File: config.mk
export PLATFORM = sky130hd
export DESIGN_NAME = joint_impedance_torque_loop_flat
export DESIGN_NICKNAME = d
export VERILOG_FILES = /design/src/rtl/jitl_pkg.sv /design/src/rtl/jitl_in_if.sv /design/src/rtl/jitl_out_if.sv /design/src/rtl/jitl_regs.sv /design/src/rtl/jitl_ctrl.sv /design/src/rtl/jitl_dp.sv /design/src/rtl/joint_impedance_torque_loop.sv /design/src/flat_wrapper.sv
export VERILOG_INCLUDE_DIRS = /design/src /design/src/rtl
export SDC_FILE = /design/constraint.sdc
export NUM_CORES = 2
export LEC_CHECK = 0
export BUFFER_PORTS_ARGS = -buffer_cell sky130_fd_sc_hd__buf_2
export CORE_UTILIZATION = 40
export DETAILED_ROUTE_END_ITERATION = 8
export GPL_TIMING_DRIVEN = 0
export RECOVER_POWER = 50
export SLEW_MARGIN = 15
export SYNTH_ARGS = -nofsm -noshare
export SYNTH_HDL_FRONTEND = slang
export SYNTH_HIERARCHICAL = 1
export SYNTH_SLANG_ARGS = --single-unit
File: constraint.sdc
create_clock -name clk -period 12.14 [get_ports clk]
set_input_delay 0.607 -clock clk [delete_from_list [all_inputs] [get_ports clk]]
set_output_delay 0.607 -clock clk [all_outputs]
set_load 0.01 [all_outputs]
File: src/rtl/joint_impedance_torque_loop_defines.svh
`ifndef JOINT_IMPEDANCE_TORQUE_LOOP_DEFINES_SVH
`define JOINT_IMPEDANCE_TORQUE_LOOP_DEFINES_SVH

// same-cycle implication, sampled on clk, off during reset
`define JITL_ASSERT_IMPL(lbl, ante, cons) \
  lbl: assert property (@(posedge clk) disable iff (!rst_n) (ante) |-> (cons)) \
    else $error("jitl assertion failed");

// next-cycle implication, sampled on clk, off during reset
`define JITL_ASSERT_NEXT(lbl, ante, cons) \
  lbl: assert property (@(posedge clk) disable iff (!rst_n) (ante) |=> (cons)) \
    else $error("jitl assertion failed");

`endif

File: src/rtl/jitl_pkg.sv
package jitl_pkg;

  localparam int JOINTS_DEF = 7;
  localparam int JOINT_W    = 3;
  localparam int DATA_W     = 24;
  localparam int LANE_W     = 9;
  localparam int LANES_W    = 63;
  localparam int STEP_W     = 21;
  localparam int FGAIN_W    = 17;
  localparam int CFG_DW     = 64;
  localparam int CFG_AW     = 6;
  localparam int PROD_W     = 43;
  localparam int ACC_W      = 44;

  localparam logic [LANES_W-1:0] PROP_RST  = 63'd724104011789168800;
  localparam logic [LANES_W-1:0] DAMP_RST  = 63'd578719170703753344;
  localparam logic [LANES_W-1:0] LIMIT_RST = 63'd216595830912364119;
  localparam logic [STEP_W-1:0]  STEP_RST  = 21'd1049;
  localparam logic [FGAIN_W-1:0] FGAIN_RST = 17'd25290;
  localparam logic [FGAIN_W-1:0] FGAIN_ONE = 17'd65536;

  typedef enum logic [2:0] {
    REG_PROP  = 3'd0,
    REG_DAMP  = 3'd1,
    REG_LIMIT = 3'd2,
    REG_STEP  = 3'd3,
    REG_FGAIN = 3'd4
  } reg_idx_t;

  typedef struct packed {
    logic [LANES_W-1:0] prop;
    logic [LANES_W-1:0] damp;
    logic [LANES_W-1:0] limit;
    logic [STEP_W-1:0]  step;
    logic [FGAIN_W-1:0] fgain;
  } cfg_t;

  typedef enum logic [3:0] {
    OP_IDLE,
    OP_LOAD,
    OP_STEP,
    OP_ERR,
    OP_MUL_P,
    OP_MUL_D,
    OP_RAW,
    OP_MUL_G,
    OP_MUL_H,
    OP_FILT,
    OP_OUT,
    OP_OUT_ZERO
  } dp_op_t;

  typedef struct packed {
    dp_op_t op;
    logic   commit;
  } dp_cmd_t;

  typedef struct packed {
    logic joint_ok;
  } dp_stat_t;

  function automatic logic signed [DATA_W-1:0] sat24(input logic signed [ACC_W-1:0] x);
    logic signed [ACC_W-1:0] hi;
    logic signed [ACC_W-1:0] lo;
    hi = ACC_W'(signed'(25'sd8388607));
    lo = -ACC_W'(signed'(25'sd8388608));
    if (x > hi) begin
      return 24'sh7FFFFF;
    end else if (x < lo) begin
      return 24'sh800000;
    end
    return x[DATA_W-1:0];
  endfunction

endpackage

File: src/rtl/jitl_in_if.sv
interface jitl_in_if;
  logic                                valid;
  logic                                ready;
  logic [jitl_pkg::JOINT_W-1:0]        joint;
  logic signed [jitl_pkg::DATA_W-1:0]  goal_angle;
  logic signed [jitl_pkg::DATA_W-1:0]  measured_angle;
  logic signed [jitl_pkg::DATA_W-1:0]  measured_velocity;
  logic signed [jitl_pkg::DATA_W-1:0]  feedforward_torque;
  logic                                restart;

  modport source (
    output valid, joint, goal_angle, measured_angle, measured_velocity,
           feedforward_torque, restart,
    input  ready
  );
  modport sink (
    input  valid, joint, goal_angle, measured_angle, measured_velocity,
           feedforward_torque, restart,
    output ready
  );
endinterface

File: src/rtl/jitl_out_if.sv
interface jitl_out_if;
  logic                                valid;
  logic                                ready;
  logic [jitl_pkg::JOINT_W-1:0]        joint_out;
  logic signed [jitl_pkg::DATA_W-1:0]  torque_command;
  logic signed [jitl_pkg::DATA_W-1:0]  interp_angle_out;

  modport source (
    output valid, joint_out, torque_command, interp_angle_out,
    input  ready
  );
  modport sink (
    input  valid, joint_out, torque_command, interp_angle_out,
    output ready
  );
endinterface

File: src/rtl/jitl_regs.sv
module jitl_regs (
  input  logic                          clk,
  input  logic                          rst_n,
  input  logic                          psel,
  input  logic                          penable,
  input  logic                          pwrite,
  input  logic [jitl_pkg::CFG_AW-1:0]   paddr,
  input  logic [jitl_pkg::CFG_DW-1:0]   pwdata,
  output logic [jitl_pkg::CFG_DW-1:0]   prdata,
  output logic                          pready,
  output jitl_pkg::cfg_t                cfg
);

  jitl_pkg::cfg_t     cfg_r;
  jitl_pkg::reg_idx_t idx;

  assign idx    = jitl_pkg::reg_idx_t'(paddr[jitl_pkg::CFG_AW-1:3]);
  assign pready = 1'b1;
  assign cfg    = cfg_r;

  always_ff @(posedge clk) begin
    if (!rst_n) begin
      cfg_r.prop  <= jitl_pkg::PROP_RST;
      cfg_r.damp  <= jitl_pkg::DAMP_RST;
      cfg_r.limit <= jitl_pkg::LIMIT_RST;
      cfg_r.step  <= jitl_pkg::STEP_RST;
      cfg_r.fgain <= jitl_pkg::FGAIN_RST;
    end else if (psel && penable && pwrite) begin
      case (idx)
        jitl_pkg::REG_PROP:  cfg_r.prop  <= pwdata[jitl_pkg::LANES_W-1:0];
        jitl_pkg::REG_DAMP:  cfg_r.damp  <= pwdata[jitl_pkg::LANES_W-1:0];
        jitl_pkg::REG_LIMIT: cfg_r.limit <= pwdata[jitl_pkg::LANES_W-1:0];
        jitl_pkg::REG_STEP:  cfg_r.step  <= pwdata[jitl_pkg::STEP_W-1:0];
        jitl_pkg::REG_FGAIN: cfg_r.fgain <= pwdata[jitl_pkg::FGAIN_W-1:0];
        default: ;
      endcase
    end
  end

  always_comb begin
    case (idx)
      jitl_pkg::REG_PROP:  prdata = {1'b0, cfg_r.prop};
      jitl_pkg::REG_DAMP:  prdata = {1'b0, cfg_r.damp};
      jitl_pkg::REG_LIMIT: prdata = {1'b0, cfg_r.limit};
      jitl_pkg::REG_STEP:  prdata = {43'b0, cfg_r.step};
      jitl_pkg::REG_FGAIN: prdata = {47'b0, cfg_r.fgain};
      default:             prdata = '0;
    endcase
  end

endmodule

File: src/rtl/jitl_ctrl.sv
`include "joint_impedance_torque_loop_defines.svh"

module jitl_ctrl (
  input  logic               clk,
  input  logic               rst_n,
  input  logic               in_valid,
  output logic               in_ready,
  output logic               out_valid,
  input  logic               out_ready,
  input  jitl_pkg::dp_stat_t stat,
  output jitl_pkg::dp_cmd_t  cmd
);

  typedef enum logic [3:0] {
    S_IDLE,
    S_STEP,
    S_ERR,
    S_MUL_P,
    S_MUL_D,
    S_RAW,
    S_MUL_G,
    S_MUL_H,
    S_FILT,
    S_OUT,
    S_ZERO
  } state_t;

  state_t state_r, state_nxt;
  logic   out_valid_r, out_valid_nxt;
  logic   out_free;

  assign in_ready  = (state_r == S_IDLE);
  assign out_valid = out_valid_r;
  assign out_free  = !out_valid_r || out_ready;

  always_comb begin
    state_nxt     = state_r;
    out_valid_nxt = out_valid_r && !out_ready;
    cmd.op        = jitl_pkg::OP_IDLE;
    cmd.commit    = 1'b0;
    case (state_r)
      S_IDLE: begin
        if (in_valid) begin
          cmd.op    = jitl_pkg::OP_LOAD;
          state_nxt = stat.joint_ok ? S_STEP : S_ZERO;
        end
      end
      S_STEP: begin
        cmd.op    = jitl_pkg::OP_STEP;
        state_nxt = S_ERR;
      end
      S_ERR: begin
        cmd.op    = jitl_pkg::OP_ERR;
        state_nxt = S_MUL_P;
      end
      S_MUL_P: begin
        cmd.op    = jitl_pkg::OP_MUL_P;
        state_nxt = S_MUL_D;
      end
      S_MUL_D: begin
        cmd.op    = jitl_pkg::OP_MUL_D;
        state_nxt = S_RAW;
      end
      S_RAW: begin
        cmd.op    = jitl_pkg::OP_RAW;
        state_nxt = S_MUL_G;
      end
      S_MUL_G: begin
        cmd.op    = jitl_pkg::OP_MUL_G;
        state_nxt = S_MUL_H;
      end
      S_MUL_H: begin
        cmd.op    = jitl_pkg::OP_MUL_H;
        state_nxt = S_FILT;
      end
      S_FILT: begin
        cmd.op    = jitl_pkg::OP_FILT;
        state_nxt = S_OUT;
      end
      S_OUT: begin
        if (out_free) begin
          cmd.op        = jitl_pkg::OP_OUT;
          cmd.commit    = 1'b1;
          out_valid_nxt = 1'b1;
          state_nxt     = S_IDLE;
        end
      end
      S_ZERO: begin
        if (out_free) begin
          cmd.op        = jitl_pkg::OP_OUT_ZERO;
          out_valid_nxt = 1'b1;
          state_nxt     = S_IDLE;
        end
      end
      default: state_nxt = S_IDLE;
    endcase
  end

  always_ff @(posedge clk) begin
    if (!rst_n) begin
      state_r     <= S_IDLE;
      out_valid_r <= 1'b0;
    end else begin
      state_r     <= state_nxt;
      out_valid_r <= out_valid_nxt;
    end
  end

  `JITL_ASSERT_NEXT(a_busy_after_request, in_valid && in_ready, state_r != S_IDLE)
  `JITL_ASSERT_NEXT(a_result_held, out_valid_r && !out_ready, out_valid_r)
  `JITL_ASSERT_NEXT(a_bad_joint_no_math, in_valid && in_ready && !stat.joint_ok, state_r == S_ZERO)

endmodule

File: src/rtl/jitl_dp.sv
module jitl_dp #(
  parameter int JOINTS = jitl_pkg::JOINTS_DEF
) (
  input  logic                               clk,
  input  logic                               rst_n,
  input  jitl_pkg::cfg_t                     cfg,
  input  jitl_pkg::dp_cmd_t                  cmd,
  output jitl_pkg::dp_stat_t                 stat,
  input  logic [jitl_pkg::JOINT_W-1:0]       in_joint,
  input  logic signed [jitl_pkg::DATA_W-1:0] in_goal_angle,
  input  logic signed [jitl_pkg::DATA_W-1:0] in_measured_angle,
  input  logic signed [jitl_pkg::DATA_W-1:0] in_measured_velocity,
  input  logic signed [jitl_pkg::DATA_W-1:0] in_feedforward_torque,
  input  logic                               in_restart,
  output logic [jitl_pkg::JOINT_W-1:0]       out_joint_out,
  output logic signed [jitl_pkg::DATA_W-1:0] out_torque_command,
  output logic signed [jitl_pkg::DATA_W-1:0] out_interp_angle_out
);

  localparam int DW = jitl_pkg::DATA_W;
  localparam int AW = jitl_pkg::ACC_W;
  localparam int PW = jitl_pkg::PROD_W;
  localparam int GW = jitl_pkg::FGAIN_W;
  localparam int LW = jitl_pkg::LANE_W;
  localparam int IW = (JOINTS > 1) ? $clog2(JOINTS) : 1;
  localparam logic [jitl_pkg::JOINT_W:0] JOINTS_L = (jitl_pkg::JOINT_W + 1)'(JOINTS);

  logic [jitl_pkg::JOINT_W-1:0] joint_r;
  logic signed [DW-1:0]         goal_r, meas_r, vel_r, ff_r;
  logic                         restart_r;
  logic signed [DW-1:0]         interp_r, old_r, raw_r, filt_r;
  logic signed [DW:0]           err_r;
  logic signed [PW-1:0]         prod_r;
  logic signed [AW-1:0]         acc_r;
  logic signed [DW-1:0]         ia_r [JOINTS];
  logic signed [DW-1:0]         ft_r [JOINTS];
  logic [jitl_pkg::JOINT_W-1:0] oj_r;
  logic signed [DW-1:0]         ot_r, oa_r;

  logic [IW-1:0]        idx;
  logic [LW-1:0]        kp, kd, lim9;
  logic [GW-1:0]        g_eff, h_eff, mul_a;
  logic signed [DW:0]   mul_b;
  logic signed [DW-1:0] base;
  logic signed [DW:0]   d_raw, d_clip, step_s;
  logic signed [DW+1:0] sum_s;
  logic signed [DW:0]   lim_s, filt_s, cmd_s;

  assign stat.joint_ok = {1'b0, in_joint} < JOINTS_L;

  assign idx  = joint_r[IW-1:0];
  assign kp   = cfg.prop[LW*joint_r +: LW];
  assign kd   = cfg.damp[LW*joint_r +: LW];
  assign lim9 = cfg.limit[LW*joint_r +: LW];

  assign g_eff = (cfg.fgain > jitl_pkg::FGAIN_ONE) ? jitl_pkg::FGAIN_ONE : cfg.fgain;
  assign h_eff = GW'(jitl_pkg::FGAIN_ONE - g_eff);

  // interpolation step, clipped to +-step limit
  always_comb begin
    base   = restart_r ? meas_r : ia_r[idx];
    step_s = signed'({4'b0, cfg.step});
    d_raw  = (DW+1)'(goal_r) - (DW+1)'(base);
    if (d_raw > step_s) begin
      d_clip = step_s;
    end else if (d_raw < -step_s) begin
      d_clip = -step_s;
    end else begin
      d_clip = d_raw;
    end
    sum_s = (DW+2)'(base) + (DW+2)'(d_clip);
  end

  always_comb begin
    case (cmd.op)
      jitl_pkg::OP_MUL_P: begin
        mul_a = {8'b0, kp};
        mul_b = err_r;
      end
      jitl_pkg::OP_MUL_D: begin
        mul_a = {8'b0, kd};
        mul_b = (DW+1)'(vel_r);
      end
      jitl_pkg::OP_MUL_G: begin
        mul_a = g_eff;
        mul_b = (DW+1)'(raw_r);
      end
      default: begin
        mul_a = h_eff;
        mul_b = (DW+1)'(old_r);
      end
    endcase
  end

  // clamp filtered torque to +-limit
  always_comb begin
    lim_s  = signed'({1'b0, lim9, 15'b0});
    filt_s = (DW+1)'(filt_r);
    if (filt_s > lim_s) begin
      cmd_s = lim_s;
    end else if (filt_s < -lim_s) begin
      cmd_s = -lim_s;
    end else begin
      cmd_s = filt_s;
    end
  end

  always_ff @(posedge clk) begin
    case (cmd.op)
      jitl_pkg::OP_LOAD: begin
        joint_r   <= in_joint;
        goal_r    <= in_goal_angle;
        meas_r    <= in_measured_angle;
        vel_r     <= in_measured_velocity;
        ff_r      <= in_feedforward_torque;
        restart_r <= in_restart;
      end
      jitl_pkg::OP_STEP: begin
        interp_r <= jitl_pkg::sat24(AW'(sum_s));
        old_r    <= restart_r ? '0 : ft_r[idx];
      end
      jitl_pkg::OP_ERR: begin
        err_r <= (DW+1)'(interp_r) - (DW+1)'(meas_r);
      end
      jitl_pkg::OP_MUL_P, jitl_pkg::OP_MUL_G: begin
        prod_r <= signed'({1'b0, mul_a}) * mul_b;
      end
      jitl_pkg::OP_MUL_D: begin
        acc_r  <= (AW'(prod_r) <<< 2) + (AW'(ff_r) <<< 9);
        prod_r <= signed'({1'b0, mul_a}) * mul_b;
      end
      jitl_pkg::OP_RAW: begin
        raw_r <= jitl_pkg::sat24((acc_r - AW'(prod_r) + AW'(256)) >>> 9);
      end
      jitl_pkg::OP_MUL_H: begin
        acc_r  <= AW'(prod_r) + AW'(32768);
        prod_r <= signed'({1'b0, mul_a}) * mul_b;
      end
      jitl_pkg::OP_FILT: begin
        filt_r <= jitl_pkg::sat24((acc_r + AW'(prod_r)) >>> 16);
      end
      jitl_pkg::OP_OUT: begin
        oj_r <= joint_r;
        ot_r <= cmd_s[DW-1:0];
        oa_r <= interp_r;
      end
      jitl_pkg::OP_OUT_ZERO: begin
        oj_r <= joint_r;
        ot_r <= '0;
        oa_r <= '0;
      end
      default: ;
    endcase
  end

  // per-joint state
  always_ff @(posedge clk) begin
    if (!rst_n) begin
      for (int j = 0; j < JOINTS; j++) begin
        ia_r[j] <= '0;
        ft_r[j] <= '0;
      end
    end else if (cmd.commit) begin
      ia_r[idx] <= interp_r;
      ft_r[idx] <= filt_r;
    end
  end

  assign out_joint_out        = oj_r;
  assign out_torque_command   = ot_r;
  assign out_interp_angle_out = oa_r;

endmodule

File: src/rtl/joint_impedance_torque_loop.sv
// Joint impedance torque loop.
// in_ch carries one joint sample per request: joint index, goal angle, measured
// angle and velocity, feedforward torque and a restart flag. out_ch returns one
// result per request: the joint, the clamped low-pass torque command and the
// updated interpolated angle. Samples for a joint outside 0..JOINTS-1 return
// zeros and leave all state alone.
// Gains, limits, step limit and filter gain are written over the APB port at
// byte address 8*i; write them only while the block is idle.
// Timing: in_ch.ready is high only while idle. One request is in work at a time:
// a sample is loaded, goes through the eight compute steps around the single
// shared 18x25 multiplier (four products) and then the output store, which raises
// out_ch.valid; an out-of-range joint goes from the load straight to a zero store.
// A new sample is taken only after the store of the last one.
// The result waits in an output register; the next sample is taken and worked
// on meanwhile, and only its final store waits for out_ch.ready.
// Reset (synchronous, active low) loads the default register values and clears
// the interpolated angle and filtered torque of every joint.
module joint_impedance_torque_loop #(
  parameter int JOINTS = jitl_pkg::JOINTS_DEF
) (
  input  logic                        clk,
  input  logic                        rst_n,
  jitl_in_if.sink                     in_ch,
  jitl_out_if.source                  out_ch,
  input  logic                        psel,
  input  logic                        penable,
  input  logic                        pwrite,
  input  logic [jitl_pkg::CFG_AW-1:0] paddr,
  input  logic [jitl_pkg::CFG_DW-1:0] pwdata,
  output logic [jitl_pkg::CFG_DW-1:0] prdata,
  output logic                        pready
);

  jitl_pkg::cfg_t     cfg;
  jitl_pkg::dp_cmd_t  cmd;
  jitl_pkg::dp_stat_t stat;

  jitl_regs u_regs (
    .clk     (clk),
    .rst_n   (rst_n),
    .psel    (psel),
    .penable (penable),
    .pwrite  (pwrite),
    .paddr   (paddr),
    .pwdata  (pwdata),
    .prdata  (prdata),
    .pready  (pready),
    .cfg     (cfg)
  );

  jitl_ctrl u_ctrl (
    .clk       (clk),
    .rst_n     (rst_n),
    .in_valid  (in_ch.valid),
    .in_ready  (in_ch.ready),
    .out_valid (out_ch.valid),
    .out_ready (out_ch.ready),
    .stat      (stat),
    .cmd       (cmd)
  );

  jitl_dp #(
    .JOINTS (JOINTS)
  ) u_dp (
    .clk                   (clk),
    .rst_n                 (rst_n),
    .cfg                   (cfg),
    .cmd                   (cmd),
    .stat                  (stat),
    .in_joint              (in_ch.joint),
    .in_goal_angle         (in_ch.goal_angle),
    .in_measured_angle     (in_ch.measured_angle),
    .in_measured_velocity  (in_ch.measured_velocity),
    .in_feedforward_torque (in_ch.feedforward_torque),
    .in_restart            (in_ch.restart),
    .out_joint_out         (out_ch.joint_out),
    .out_torque_command    (out_ch.torque_command),
    .out_interp_angle_out  (out_ch.interp_angle_out)
  );

endmodule

File: src/flat_wrapper.sv
// flat-port wrapper written by rule: the top's interface ports become plain ports
module joint_impedance_torque_loop_flat 
#(
  parameter int JOINTS = jitl_pkg::JOINTS_DEF
)
  (clk, rst_n, psel, penable, pwrite, paddr, pwdata, prdata, pready, in_ch_valid, in_ch_joint, in_ch_goal_angle, in_ch_measured_angle, in_ch_measured_velocity, in_ch_feedforward_torque, in_ch_restart, in_ch_ready, out_ch_valid, out_ch_joint_out, out_ch_torque_command, out_ch_interp_angle_out, out_ch_ready);
  jitl_in_if in_ch_i ();
  jitl_out_if out_ch_i ();
  input  logic clk;
  input  logic rst_n;
  input  logic psel;
  input  logic penable;
  input  logic pwrite;
  input  logic [jitl_pkg::CFG_AW-1:0] paddr;
  input  logic [jitl_pkg::CFG_DW-1:0] pwdata;
  output logic [jitl_pkg::CFG_DW-1:0] prdata;
  output logic pready;
  input wire logic [$bits(in_ch_i.valid)-1:0] in_ch_valid;
  input wire logic [$bits(in_ch_i.joint)-1:0] in_ch_joint;
  input wire logic [$bits(in_ch_i.goal_angle)-1:0] in_ch_goal_angle;
  input wire logic [$bits(in_ch_i.measured_angle)-1:0] in_ch_measured_angle;
  input wire logic [$bits(in_ch_i.measured_velocity)-1:0] in_ch_measured_velocity;
  input wire logic [$bits(in_ch_i.feedforward_torque)-1:0] in_ch_feedforward_torque;
  input wire logic [$bits(in_ch_i.restart)-1:0] in_ch_restart;
  output wire logic [$bits(in_ch_i.ready)-1:0] in_ch_ready;
  output wire logic [$bits(out_ch_i.valid)-1:0] out_ch_valid;
  output wire logic [$bits(out_ch_i.joint_out)-1:0] out_ch_joint_out;
  output wire logic [$bits(out_ch_i.torque_command)-1:0] out_ch_torque_command;
  output wire logic [$bits(out_ch_i.interp_angle_out)-1:0] out_ch_interp_angle_out;
  input wire logic [$bits(out_ch_i.ready)-1:0] out_ch_ready;
  assign in_ch_i.valid = in_ch_valid;
  assign in_ch_i.joint = in_ch_joint;
  assign in_ch_i.goal_angle = in_ch_goal_angle;
  assign in_ch_i.measured_angle = in_ch_measured_angle;
  assign in_ch_i.measured_velocity = in_ch_measured_velocity;
  assign in_ch_i.feedforward_torque = in_ch_feedforward_torque;
  assign in_ch_i.restart = in_ch_restart;
  assign in_ch_ready = in_ch_i.ready;
  assign out_ch_valid = out_ch_i.valid;
  assign out_ch_joint_out = out_ch_i.joint_out;
  assign out_ch_torque_command = out_ch_i.torque_command;
  assign out_ch_interp_angle_out = out_ch_i.interp_angle_out;
  assign out_ch_i.ready = out_ch_ready;
  joint_impedance_torque_loop #(.JOINTS(JOINTS)) u_core (.clk(clk), .rst_n(rst_n), .in_ch(in_ch_i), .out_ch(out_ch_i), .psel(psel), .penable(penable), .pwrite(pwrite), .paddr(paddr), .pwdata(pwdata), .prdata(prdata), .pready(pready));
endmodule
# Word level (Yosys, flattened, before mapping)
# Memories as Yosys holds them, arrays and structs flattened. A register that Yosys moved wholly into a read port is not among the register bits.
# Index checks and enable logic that the tools add are counted.
word_totals:
  word_cells: 152
  input_bits: 177
  out_inout_bits: 118
  ramBits: 336
  mem_count: 2
  register_bits: 567
mem_list:
  columns: ["name", "depth", "word_bits", "read_ports", "rd_clocked_by_memory_dff", "wr", "line_no", "rtl"]
  rows:
  - ["u_core.u_dp.ft_r", 7, 24, 1, 1, 7, "jitl_dp.sv:36", "logic signed [DW-1:0] ft_r [JOINTS];"]
  - ["u_core.u_dp.ia_r", 7, 24, 1, 1, 7, "jitl_dp.sv:35", "logic signed [DW-1:0] ia_r [JOINTS];"]
classes:
  shift: 3
  mux: 52
  eq_ne: 27
  multipliers: 2
  n_reduce_logical: 21
  add_sub_neg: 11
  magnitude_cmp: 12
op_table:
  columns: ["cell", "count"]
  rows:
  - ["24-bit two-way mux", 14]
  - ["63-bit case mux with 5 select lines", 1]
  - ["63-bit by 8-bit variable part select with 9-bit output", 3]
  - ["24-bit case mux with 2 select lines", 2]
  - ["44-bit case mux with 2 select lines", 1]
  - ["25-bit case mux with 3 select lines", 1]
  - ["17-bit case mux with 3 select lines", 1]
  - ["25-bit two-way mux", 2]
  - ["24-bit by 24-bit subtractor with 25-bit output", 2]
  - ["24-bit OR reduction", 2]
  - ["43-bit by 17-bit adder with 44-bit output, second input constant", 1]
  - ["44-bit by 10-bit adder with 44-bit output, second input constant", 1]
  - ["44-bit by 33-bit adder with 44-bit output", 1]
  - ["44-bit by 43-bit adder with 44-bit output", 1]
  - ["4-bit case mux with 11 select lines", 1]
  - ["44-bit by 43-bit subtractor with 44-bit output", 1]
  - ["18-bit by 25-bit multiplier with 43-bit output", 1]
  - ["4-bit case mux with 10 select lines", 1]
  - ["35-bit by 24-bit > comparator with 1-bit output, second input constant", 1]
  - ["35-bit by 24-bit < comparator with 1-bit output, second input constant", 1]
  - ["4-bit by 3-bit == test with 1-bit output, second input constant", 8]
  - ["4-bit == test, second input constant", 7]
  - ["28-bit by 24-bit > comparator with 1-bit output, second input constant", 1]
  - ["28-bit by 24-bit < comparator with 1-bit output, second input constant", 1]
  - ["other kinds (34)", 72]

# Depth between registers and ports, before layout
depth:
  ltp_word: 11
  depth_mapped: 44
  depth_no_buf: 41

# Modules after synthesis
# Netlist, hierarchy kept.
by_module_without_submodules:
  columns: ["mod", "seq_area_each_um2", "cells_each", "area_per_inst_um2", "n_inst"]
  rows:
  - ["jitl_dp", 21891.0, 5600, 58733.8, 1]
  - ["jitl_regs", 4544.4, 1106, 10319.9, 1]
  - ["jitl_ctrl", 100.1, 48, 382.9, 1]

# Least setup slack after synthesis
# Ideal clock, no wire load.
synth_timing:
  path_kind: "input port to flip-flop"
  from: "input out_ch_ready"
  to: "register u_core.u_dp.prod_r[42], data pin"
  arrival_ns: 9.807
  slack_ns: 2.073
  path_buffers: 2
  setup_ns: 0.260
  path_stages: 37
  t_required_ns: 11.880
  cell_sequence: "and2b_1 -> a21o_1 -> a211oi_1 -> nand2b_1 -> nor2_1 -> clkbuf_1 -> mux4_2 -> inv_1 -> o22ai_1 -> nand2_1 -> o21ai_0 -> a21oi_1 -> clkbuf_1 -> nor2_1 -> fa_1 -> fa_1 -> inv_1 -> fa_1 -> inv_1 -> fa_1 -> inv_1 -> fa_1 -> inv_1 -> fa_1 -> ha_1 -> a21o_1 -> a21oi_1 -> o21ai_0 -> a221o_1 -> a21oi_1 -> a31oi_1 -> o31ai_1 -> a211oi_1 -> nor3_1 -> o41ai_1 -> a21oi_1 -> xnor2_1"
synth_rtl:
  columns: ["item", "line_no", "rtl"]
  rows:
  - ["from (decl)", "flat_wrapper.sv:30", "input wire logic [$bits(out_ch_i.ready)-1:0] out_ch_ready;"]
  - ["to (signal assigned)", "jitl_dp.sv:126", "prod_r <= signed'({1'b0, mul_a}) * mul_b;"]
  - ["to (signal assigned)", "jitl_dp.sv:130", "prod_r <= signed'({1'b0, mul_a}) * mul_b;"]
  - ["to (signal assigned)", "jitl_dp.sv:137", "prod_r <= signed'({1'b0, mul_a}) * mul_b;"]
  - ["to (decl)", "jitl_dp.sv:33", "logic signed [PW-1:0] prod_r;"]

==> results_dict.tcl <==
set metrics [dict create \
    vias 54400 \
    ys_warn_count 6 \
    clkLatencyLatePin_ns 0.77 \
    relSlewSlack_pct -78.6 \
    failed_checks "max-capacitance violations, max-slew violations" \
    top_level_ports 295 \
    root_buffer "clkbuf_16" \
    grt_pass1_wl_um 356000 \
    initial_core_util_pct 40.4 \
    grt_max_degree 38 \
    port_buffers 285 \
    drt-total-wl_um 243000 \
    crit_path_end_kind "register" \
    grt-ovfl-total 0 \
    synth_flop_cell "edfxtp_1" \
    core_area_mm2 0.172 \
    ys_seq_area_share_pct 38.2 \
    worst_pin_slew_ns 2.68 \
    cts_buffer_depth 3 \
    r2r-start "u_core/u_ctrl/out_valid" \
    yosysUniqueCellTypes 90 \
    grt_antenna_before_repair 8 \
    arrival_ns 12.12 \
    cp_slowest_cell "o22ai_1" \
    pre_cts_slack_ns -0.899 \
    yosysTopAreaCell "edfxtp_1" \
    worstSetupStartpointType "register" \
    nets 8279 \
    rr_endpoint "u_core/u_dp/prod_r[41]" \
    crit_required_ns 12.60 \
    min_from "in_ch_measured_velocity[7]" \
    gp_congestion 0.978 \
    clock.fmax_ghz 0.0858 \
    drive_gt1_share_pct 8.52 \
    yosysTopAreaCellShare_pct 30.1 \
    finalCritPeriodShare_pct 96.1 \
    cts_buffers 107 \
    drcViolationCount 0 \
    synth_cells 6754 \
    r2r_slack_ns 0.48 \
    track_usage_pct 27.6 \
    drt-wirelength-per-cell_um 25.1 \
    yosys_register_bits 978 \
    postLayoutSetupSlackWorst_ns 0.479 \
    min_to "u_core/u_dp/vel_r[7]" \
    die_area_mm2 0.175 \
    htreeDepth 3 \
    clock_sinks 978 \
    clock-skew-final_ns 0.0830 \
    netlist_area_mm2 0.0694 \
    syn_area_per_cell_um2 10.3 \
    slowest_delay_ns 0.95 \
    syn_nets 7755 \
    clk_pin_slew_worst_paths_ns 0.06 \
    row_count 152 \
    rsz0062_at_grt "no" \
    die_height_um 419 \
    first_pass_iters 6 \
    yosys-top-cells-area "edfxtp_1, fa_1, dfxtp_1" \
    synth_edf_count 695 \
    finalMaxSlewViolations 97 \
    status "complete, but fails checks" \
    crit_top_cell "fa_1" \
    syn_to_final_growth_pct 13.6 \
    detail-route-antenna-nets 0 \
    setup_viol 0 \
    path_max_fanout 10 \
    drt-initial-drc-count 5212 \
    hold_viol_final 0 \
    grt_pass1_vias 54100 \
    hpwl_um 190000 \
    synthArstFlopShare_pct 0 \
    die_x_um 419 \
    vias_per_cell 5.62 \
    yosysMostFrequentCell "nand2_1" \
    criticalPathCategory "reg -> reg" \
    fin_area_mm2 0.0789 \
    cts_tree "yes" \
    synth_common_cells "nand2_1, inv_1, edfxtp_1" \
    hold_depth 1 \
    placed_area_mm2 0.0744 \
    whs_ns 0.0509 \
    rr_worst_depth 31 \
    post-route-min-period_ns 11.66 \
    drv_cap 4 \
    min_path_type "in -> reg" \
]
-- cell type report --
| cell class | count | area (µm²) |
|---|---|---|
| fillers | 16400 | 93000 |
| plain buffers | 334 | 1490 |
| flip-flops and latches | 978 | 26500 |
| repair buffers | 416 | 2590 |
| clock inverters | 50 | 688 |
| well taps | 2310 | 2890 |
| clock buffers | 151 | 3060 |
| multi-input cells | 4691 | 38800 |
| diodes | 2 | 5.00 |
| inverters | 750 | 2820 |
-- how the worst max path moves through the flow --
stage	startpoint	to
2_1_floorplan	out_ch_ready	u_core/u_dp/prod_r[42]
3_3_place_gp	out_ch_ready	register
3_5_place_dp	out_ch_ready	u_core/u_dp/prod_r[41]
4_1_cts	register	u_core/u_dp/interp_r[14]
5_1_grt	u_core/u_ctrl/out_valid	u_core/u_dp/prod_r[42]
6_report	u_core/u_ctrl/out_valid	u_core/u_dp/prod_r[41]
-- layout by cell type, fill, tap and decap left out, types with 139 or more instances in the layout --
cell type	n
buf_2	179
ha_1	404
inv_1	750
clkbuf_1	413
a21oi_1	251
xnor2_1	165
nor2_1	623
dfxtp_1	283
edfxtp_1	695
nand2_1	776
and2_1	139
o21ai_0	210
fa_1	420
mux2i_1	337
-- per-layer routing --
layer  up-vias  wire [µm]  share of wire (%)  GRT usage [%]
met5         -         12             0.0049              0
met4         2      13100                5.4           13.7
met3       457      18200                7.5           3.79
met2      2367     112000                 46           44.3
met1     27200      99600                 41           36.5
li1      24400          -                  -              -
-- repair_timing --
item,CTS,global route
endpoints found under the hold margin,89,0
setup buffers,2,3
endpoints found under the setup margin,33,31
pin swaps,1,0
hold buffers,89,0
resized for setup,14,48
-- cells by family (layout without fill, tap and decap cells) --
group                      count (synthesis)  in the layout  share of synthesized area (%)
xor gates and xnor gates                 228            228                           2.88
buffers and inverters                   1085           1701                           6.18
other                                      2              4                         0.0108
muxes                                    482            482                           9.43
AOI/OAI and AO/OA                       1139           1139                           10.9
DFF                                      978            978                           38.2
and+or+nand+nor                         2014           2014                           13.0
adders and majority gates                826            826                           19.4
-- state kept, by name, indices dropped and copies added (netlist names), 4 cells and up, named ones only --
name,count
u_core/u_dp/ft_r,192
u_core/u_dp/prod_r,43
u_core/u_dp/raw_r,24
u_core/u_dp/acc_r,44
u_core/u_dp/ff_r,24
u_core/u_dp/interp_r,24
u_core/u_dp/err_r,25
u_core/u_regs/cfg,227
u_core/u_dp/filt_r,24
u_core/u_dp/meas_r,24
u_core/u_dp/old_r,24
u_core/u_dp/vel_r,24
u_core/u_dp/goal_r,24
u_core/u_dp/out_torque_command,24
u_core/u_dp/ia_r,192
u_core/u_dp/out_interp_angle_out,24
u_core/u_ctrl/state_r,4
-- critical path, delay by kind of cell, from the launching register on --
family | cells | cell delay, ns
AO/OA/AOI/OAI | 13 | 3.70
multiplexers | 1 | 0.77
XOR/XNOR | 1 | 0.10
adder cells (fa/ha/maj) | 7 | 3.52
buffers and inverters | 5 | 1.91
AND/OR/NAND/NOR | 4 | 0.96
flip-flops | 1 | 0.37
-- stage by stage --
stage / TNS, ns / cells / util [%]
final: 0 / 9682 / 45.9
after floorplan: 0 / 6754 / -
after global routing: 0 / 9681 / 45.9
after CTS: 0 / 9676 / 46.0
after global placement: -266.37 / 9349 / 42.9
after detailed placement: -22.94 / 9385 / 43.3
Power is left out: the tool's default activity adds up to more than one toggle a clock period on the data nets, which glitch-free logic cannot reach.
